===== src/hw/rtl/lru_page_buffer_top_defines.svh =====
// assertion macros for the lru page buffer
// used by lru_page_buffer_top, needs a clk and rst in scope
`ifndef LRU_PAGE_BUFFER_TOP_DEFINES_SVH
`define LRU_PAGE_BUFFER_TOP_DEFINES_SVH

// antecedent implies consequent in the same cycle
`define LPB_ASSERT_SAME(label, ante, cons) \
  label: assert property (@(posedge clk) disable iff (rst) (ante) |-> (cons)) \
    else $error("lpb check failed");

// antecedent implies consequent in the next cycle
`define LPB_ASSERT_NEXT(label, ante, cons) \
  label: assert property (@(posedge clk) disable iff (rst) (ante) |=> (cons)) \
    else $error("lpb check failed");

`endif


===== src/hw/rtl/lpb_pkg.sv =====
// shared types and constants for the lru page buffer
// no dependencies
`default_nettype none

package lpb_pkg;

  localparam int OP_W    = 2;
  localparam int PAGE_W  = 16;
  localparam int OCC_W   = 4;

  localparam logic [OP_W-1:0] OP_INSERT = 2'd0;
  localparam logic [OP_W-1:0] OP_TOUCH  = 2'd1;
  localparam logic [OP_W-1:0] OP_LOOKUP = 2'd2;

  // commands from the controller to the datapath
  typedef struct packed {
    logic capture;  // latch the item and its match vector
    logic update;   // apply the item and load the result register
  } cmd_t;

  typedef struct packed {
    logic              hit;
    logic              evicted;
    logic [PAGE_W-1:0] evicted_page;
    logic              evicted_dirty;
    logic [OCC_W-1:0]  occupancy;
  } result_t;

endpackage

`default_nettype wire


===== src/hw/rtl/lpb_ctrl.sv =====
// controller for the lru page buffer: accept, update, output handshake
// depends on lpb_pkg
`default_nettype none

module lpb_ctrl (
  input  wire logic          clk,
  input  wire logic          rst,
  input  wire logic          s_tvalid,
  output logic               s_tready,
  output logic               m_tvalid,
  input  wire logic          m_tready,
  output lpb_pkg::cmd_t      cmd
);

  localparam logic ST_IDLE   = 1'b0;
  localparam logic ST_UPDATE = 1'b1;

  logic state, state_next;
  logic out_valid, out_valid_next;
  logic slot_free;

  assign slot_free = !out_valid || m_tready;
  assign s_tready  = (state == ST_IDLE);
  assign m_tvalid  = out_valid;

  always_comb begin
    state_next     = state;
    out_valid_next = out_valid && !m_tready;
    cmd.capture    = 1'b0;
    cmd.update     = 1'b0;
    unique case (state)
      ST_IDLE: begin
        if (s_tvalid) begin
          cmd.capture = 1'b1;
          state_next  = ST_UPDATE;
        end
      end
      ST_UPDATE: begin
        if (slot_free) begin
          cmd.update     = 1'b1;
          out_valid_next = 1'b1;
          state_next     = ST_IDLE;
        end
      end
      default: state_next = ST_IDLE;
    endcase
  end

  always_ff @(posedge clk) begin
    if (rst) begin
      state     <= ST_IDLE;
      out_valid <= 1'b0;
    end else begin
      state     <= state_next;
      out_valid <= out_valid_next;
    end
  end

endmodule

`default_nettype wire


===== src/hw/rtl/lpb_datapath.sv =====
// datapath for the lru page buffer: entry row, tag compares, shift, result
// depends on lpb_pkg
`default_nettype none

module lpb_datapath #(
  parameter int DEPTH = 8,
  parameter int CW    = $clog2(DEPTH + 1)
) (
  input  wire logic                       clk,
  input  wire logic                       rst,
  input  wire lpb_pkg::cmd_t              cmd,
  input  wire logic [lpb_pkg::OP_W-1:0]   in_op,
  input  wire logic [lpb_pkg::PAGE_W-1:0] in_page,
  input  wire logic                       in_dirty,
  output lpb_pkg::result_t                result,
  output logic [CW-1:0]                   count
);

  logic [lpb_pkg::PAGE_W-1:0] entry_page [DEPTH];
  logic [DEPTH-1:0]           entry_dirty;
  logic [lpb_pkg::PAGE_W-1:0] up_page [DEPTH];
  logic [DEPTH-1:0]           up_dirty;

  logic [lpb_pkg::OP_W-1:0]   op;
  logic [lpb_pkg::PAGE_W-1:0] page;
  logic                       dirty;
  logic [DEPTH-1:0]           match;
  logic [DEPTH-1:0]           match_next;

  logic [DEPTH-1:0] ge;       // slots at or above the first match
  logic [DEPTH-1:0] first;    // one-hot first match
  logic             hit_any;
  logic             sel_dirty;
  logic             full;
  logic             do_ins;
  logic             do_touch;
  logic             do_evict;
  logic [CW-1:0]    count_m1;
  logic [CW-1:0]    count_next;

  // source for each slot when the list closes a gap toward slot 0
  for (genvar g = 0; g < DEPTH; g++) begin : g_up
    if (g < DEPTH - 1) begin : g_mid
      assign up_page[g]  = entry_page[g+1];
      assign up_dirty[g] = entry_dirty[g+1];
    end else begin : g_top
      assign up_page[g]  = page;
      assign up_dirty[g] = dirty;
    end
  end

  always_comb begin
    for (int i = 0; i < DEPTH; i++) begin
      match_next[i] = (CW'(i) < count) && (entry_page[i] == in_page);
    end
  end

  assign hit_any   = |match;
  assign ge        = match | (~match + DEPTH'(1));
  assign first     = ge & ~(ge << 1);
  assign sel_dirty = |(first & entry_dirty);
  assign full      = (count == CW'(DEPTH));
  assign count_m1  = count - CW'(1);
  assign do_ins    = (op == lpb_pkg::OP_INSERT);
  assign do_touch  = (op == lpb_pkg::OP_TOUCH) && hit_any;
  assign do_evict  = do_ins && full;
  assign count_next = (do_ins && !full) ? count + CW'(1) : count;

  always_ff @(posedge clk) begin
    if (cmd.capture) begin
      op    <= in_op;
      page  <= in_page;
      dirty <= in_dirty;
      match <= match_next;
    end
  end

  always_ff @(posedge clk) begin
    if (cmd.update) begin
      for (int i = 0; i < DEPTH; i++) begin
        if (do_evict) begin
          entry_page[i]  <= up_page[i];
          entry_dirty[i] <= up_dirty[i];
        end else if (do_ins && (CW'(i) == count)) begin
          entry_page[i]  <= page;
          entry_dirty[i] <= dirty;
        end else if (do_touch && (CW'(i) == count_m1)) begin
          entry_page[i]  <= page;
          entry_dirty[i] <= sel_dirty;
        end else if (do_touch && ge[i]) begin
          entry_page[i]  <= up_page[i];
          entry_dirty[i] <= up_dirty[i];
        end
      end
    end
  end

  always_ff @(posedge clk) begin
    if (rst) begin
      count <= '0;
    end else if (cmd.update) begin
      count <= count_next;
    end
  end

  always_ff @(posedge clk) begin
    if (cmd.update) begin
      result.hit           <= ((op == lpb_pkg::OP_TOUCH) || (op == lpb_pkg::OP_LOOKUP))
                              && hit_any;
      result.evicted       <= do_evict;
      result.evicted_page  <= do_evict ? entry_page[0] : '0;
      result.evicted_dirty <= do_evict && entry_dirty[0];
      result.occupancy     <= lpb_pkg::OCC_W'(count_next);
    end
  end

endmodule

`default_nettype wire


===== src/hw/rtl/lru_page_buffer_top.sv =====
// top level of the lru page buffer: stream ports, controller, datapath
// depends on lpb_pkg, lpb_ctrl, lpb_datapath, lru_page_buffer_top_defines.svh
//
//   channel | dir | data                                   | side
//   s_*     | in  | page, dirty                            | tuser: op
//   m_*     | out | hit, evicted, evicted_page, ev. dirty, | none
//           |     | occupancy                              |
//
// an item is handled in an accept step and an apply step: the accept edge captures
// the item together with the parallel page compares against every held entry, and
// the apply step applies the insert, eviction or move and loads the output register
// the output register lets the next item be accepted while a result waits;
// the apply step holds until that register is free
// rst clears the entry count and the handshake state, entry contents stay
// undefined until written
`default_nettype none

`include "lru_page_buffer_top_defines.svh"

module lru_page_buffer_top #(
  parameter int DEPTH = 8
) (
  input  wire logic        clk,
  input  wire logic        rst,
  input  wire logic        s_tvalid,
  output logic             s_tready,
  input  wire logic [23:0] s_tdata,   // page[15:0], dirty[16], zero pad
  input  wire logic [1:0]  s_tuser,   // op[1:0]
  output logic             m_tvalid,
  input  wire logic        m_tready,
  output logic [23:0]      m_tdata    // hit[0], evicted[1], evicted_page[17:2],
                                      // evicted_dirty[18], occupancy[22:19], zero pad
);

  localparam int CW = $clog2(DEPTH + 1);

  lpb_pkg::cmd_t    cmd;
  lpb_pkg::result_t result;
  logic [CW-1:0]    count;

  lpb_ctrl u_ctrl (
    .clk      (clk),
    .rst      (rst),
    .s_tvalid (s_tvalid),
    .s_tready (s_tready),
    .m_tvalid (m_tvalid),
    .m_tready (m_tready),
    .cmd      (cmd)
  );

  lpb_datapath #(
    .DEPTH (DEPTH),
    .CW    (CW)
  ) u_datapath (
    .clk      (clk),
    .rst      (rst),
    .cmd      (cmd),
    .in_op    (s_tuser),
    .in_page  (s_tdata[15:0]),
    .in_dirty (s_tdata[16]),
    .result   (result),
    .count    (count)
  );

  // pack the result, first field in the lowest bit
  assign m_tdata = {1'b0, result.occupancy, result.evicted_dirty,
                    result.evicted_page, result.evicted, result.hit};

  // list never grows past its depth
  `LPB_ASSERT_SAME(a_count_bound, 1'b1, count <= CW'(DEPTH))
  // an accepted transfer blocks the input for the apply cycle
  `LPB_ASSERT_NEXT(a_busy_after_accept, s_tvalid && s_tready, !s_tready)
  // results only move into a free output register
  `LPB_ASSERT_SAME(a_update_slot_free, cmd.update, !m_tvalid || m_tready)

endmodule

`default_nettype wire


===== config.mk =====
export PLATFORM = sky130hd
export DESIGN_NAME = lru_page_buffer_top
export DESIGN_NICKNAME = d
export VERILOG_FILES = /design/src/hw/rtl/lpb_pkg.sv /design/src/hw/rtl/lpb_ctrl.sv /design/src/hw/rtl/lpb_datapath.sv /design/src/hw/rtl/lru_page_buffer_top.sv
export VERILOG_INCLUDE_DIRS = /design/src /design/src/hw/rtl
export SDC_FILE = /design/constraint.sdc
export NUM_CORES = 1
export LEC_CHECK = 0
export ABC_AREA = 0
export ABC_CLOCK_PERIOD_IN_PS = 10100
export BUFFER_PORTS_ARGS = -buffer_cell sky130_fd_sc_hd__buf_4
export CORE_MARGIN = 8
export CORE_UTILIZATION = 50
export CTS_BUF_LIST = sky130_fd_sc_hd__clkbuf_8 sky130_fd_sc_hd__clkbuf_16
export DETAILED_ROUTE_END_ITERATION = 12
export GPL_ROUTABILITY_DRIVEN = 0
export PLACE_DENSITY_LB_ADDON = 0.05
export SYNTH_ARGS = -nofsm -noshare
export SYNTH_HDL_FRONTEND = slang
export SYNTH_HIERARCHICAL = 1
export SYNTH_SLANG_ARGS = --single-unit

===== constraint.sdc =====
create_clock -name clk -period 10.1 [get_ports clk]
set_input_delay 1.515 -clock clk [delete_from_list [all_inputs] [get_ports clk]]
set_output_delay 1.515 -clock clk [all_outputs]
set_load 0.03 [all_outputs]

==> results.json <==
{
  "crit_fanout": 32,
  "io_pins": 56,
  "grt.total_usage_pct": 18.2,
  "postRouteAntennaNets": 0,
  "slew_violations": 0,
  "reg2regPathDepth": 6,
  "die_w_um": 157,
  "rsz0062_at_grt": "no",
  "p_leak_nw": 3.66,
  "worst_slew_pin_slew_ns": 1.09,
  "drc": 0,
  "critical_path_class": "primary input to register",
  "grt_pass1_vias": 5867,
  "clock_sink_count": 192,
  "routed-via-count": 5813,
  "path_clk_slew_ns": 0.07,
  "crit_required_ns": 10.28,
  "via_per_inst": 5.72,
  "holdPathStages": 2,
  "finalNonFillerCells": 1017,
  "htree_levels": 4,
  "cts_buffers": 17,
  "hold_viol": 0,
  "wl_per_cell_um": 21.4,
  "fin_skew_ns": 0.0113,
  "root_buffer": "clkbuf_16",
  "firstDrtPassIters": 5,
  "syn_area_per_cell_um2": 13.9,
  "maxCapViolations": 0,
  "grt_pass1_wl_mm": 33.4,
  "ys_warn_count": 6,
  "mostFrequentLayoutCell": "edfxtp_1",
  "synth-main-ff-cell": "edfxtp_1",
  "antenna_cells": 0,
  "pre_cts_ws_ns": 5.34,
  "cts_tree": "built",
  "netlist.area_leader.share_pct": 56.4,
  "fmax_mhz": 233,
  "yosys-top-cells-area": "edfxtp_1 (56%), mux2_2 (9.5%), xor2_1 (6.5%)",
  "synth_edf_count": 186,
  "fp-row-count": 51,
  "post_cts.repair.setup_buffers": 0,
  "die-area_um2": 24600,
  "p_per_area_nw_per_um2": 154,
  "synthCells": 711,
  "drtIter0Drc": 399,
  "cp.arrival_ns": 4.47,
  "port_buffers": 47,
  "timing.final.ws_setup_ns": 5.81,
  "syn-cell-area_um2": 9910,
  "cts_max_path_buffers": 2,
  "vdd_drop_max_mv": 0.114,
  "drive_gt1_share_pct": 27.3,
  "setup_viol": 0,
  "startpoint_type": "primary input",
  "async_reset_ff_share_pct": 0,
  "dpl.cell_count": 985,
  "layout_common_cells": "edfxtp_1 (186), mux2_2 (84), xor2_1 (73)",
  "syn_nets": 749,
  "wl_mm": 21.7,
  "finalNetCount": 777,
  "antenna_found_initial": 0,
  "grt_max_degree": 33,
  "synth_top_area_cell": "edfxtp_1",
  "fin_crit_ns": 4.29,
  "hp-class": "register to register",
  "ys_seq_area_share_pct": 57.6,
  "globalRouteOverflowTotal": 0,
  "synthDistinctLibCells": 65,
  "fillers": 1587,
  "syn2layout_area_growth_pct": 11.2,
  "dpl.hpwl_mm": 16.2,
  "die_h_um": 157,
  "clkLatencyLatePin_ns": 0.44,
  "start_util_pct": 50.9,
  "postCtsHoldBufs": 0,
  "finalCritPeriodShare_pct": 42.5,
  "slew_headroom_pct": 27.0,
  "crit_path_end_kind": "register",
  "outcome": "completed",
  "finalSetupTns_ns": 0,
  "core_um2": 19500,
  "cts_resized": 0,
  "ys_seq_elements": 192
}
==> power by group <==
group          leakage (nW)  total (W)  internal [W]  switching, W
Combinational          1.61   0.000114     0.0000429     0.0000714
Clock                 0.286   0.000677      0.000353      0.000324
Sequential             1.76   0.000910      0.000890     0.0000197
Total                  3.66    0.00170       0.00129      0.000415
==> sequential cells by signal, summed over array words and instances (netlist names) <==
name,count
u_datapath/count,4
u_datapath/result,23
u_datapath/op,2
u_ctrl/state,1
u_datapath/page,16
u_ctrl/m_tvalid,1
u_datapath/match,8
u_datapath/entry_page,128
u_datapath/dirty,1
u_datapath/entry_dirty,8
==> worst max-delay path: stages <==
cell and delay (ns):
buf_4 0.07, nand2b_1 0.12, and2_2 0.70, inv_1 0.65, nor2_1 0.26, a22o_1 0.71, mux2_2 0.42
==> worst paths after layout <==
path / startpoint / endpoint / slack [ns]
hold reg to reg: u_ctrl/m_tvalid$_SDFF_PP0_ / u_ctrl/state$_SDFF_PP0_ / 0.52
hold / removal: u_ctrl/m_tvalid$_SDFF_PP0_ / u_ctrl/state$_SDFF_PP0_ / 0.52
setup reg to reg: u_datapath/count[0]$_SDFFE_PP0P_ / u_datapath/entry_page[1][60]$_DFFE_PP_ / 6.44
setup / recovery: m_tready / u_datapath/entry_page[0][49]$_DFFE_PP_ / 5.81
==> cells in the mapped netlist, types with 4 or more instances <==
| cell | instances |
|---|---|
| edfxtp_1 | 186 |
| mux2_2 | 84 |
| xor2_1 | 73 |
| xnor2_1 | 60 |
| nor2_1 | 29 |
| clkbuf_1 | 26 |
| nand2_1 | 26 |
| mux2_4 | 20 |
| and2_1 | 17 |
| nand4_1 | 16 |
| nor4_1 | 15 |
| mux2_1 | 13 |
| a21oi_1 | 12 |
| nor3_1 | 10 |
| nand3_1 | 9 |
| a31oi_1 | 8 |
| ha_1 | 8 |
| inv_1 | 8 |
| o21ai_0 | 8 |
| buf_6 | 6 |
| dfxtp_1 | 6 |
| mux2i_1 | 4 |
| o21a_1 | 4 |
==> cell families (layout without fill, tap and decap cells) <==
family / Yosys count / after routing / synth area share [%]
flops: 192 / 192 / 57.6
fa+ha+maj: 8 / 8 / 1.01
other cells: 1 / 1 / 0.0378
mux: 121 / 121 / 14.5
compound gates: 63 / 63 / 4.77
simple gates: 145 / 145 / 7.80
xor+xnor: 133 / 133 / 11.8
buf+inv: 48 / 89 / 2.58
==> per-layer routing <==
metal | share of wire, % | vias up | global-route usage (%)
met2 | 49 | 170 | 30.4
met4 | 1.1 | 0 | 4.53
met1 | 44 | 2928 | 23.6
met3 | 5.5 | 16 | 4.00
met5 | 0 | - | 0
li1 | - | 2699 | -
==> per-stage QoR <==
stage | hold WS [ns] | utilization, % | power (W) | cell area [um2]
2_1_floorplan | 0.510 | - | 0.000996 | 9910
3_3_place_gp | 0.494 | 53.5 | 0.00104 | 10400
3_5_place_dp | 0.516 | 53.5 | 0.00104 | 10400
4_1_cts | 0.532 | 56.6 | 0.00172 | 11000
5_1_grt | 0.560 | 56.6 | 0.00175 | 11000
6_report | 0.521 | 56.6 | 0.00170 | 11000
==> area by class of cell <==
type                    count  area [um2]  area share [%]
clock buffers              17         425            3.86
clock inverters            15         173            1.57
inverters                   8        30.0           0.273
multi-input cells         471        3980            36.1
flip-flops and latches    192        5710            51.8
well taps                 265         332            3.01
repair buffers             49         368            3.34
Note: power is estimated with default switching activity, not from simulation.
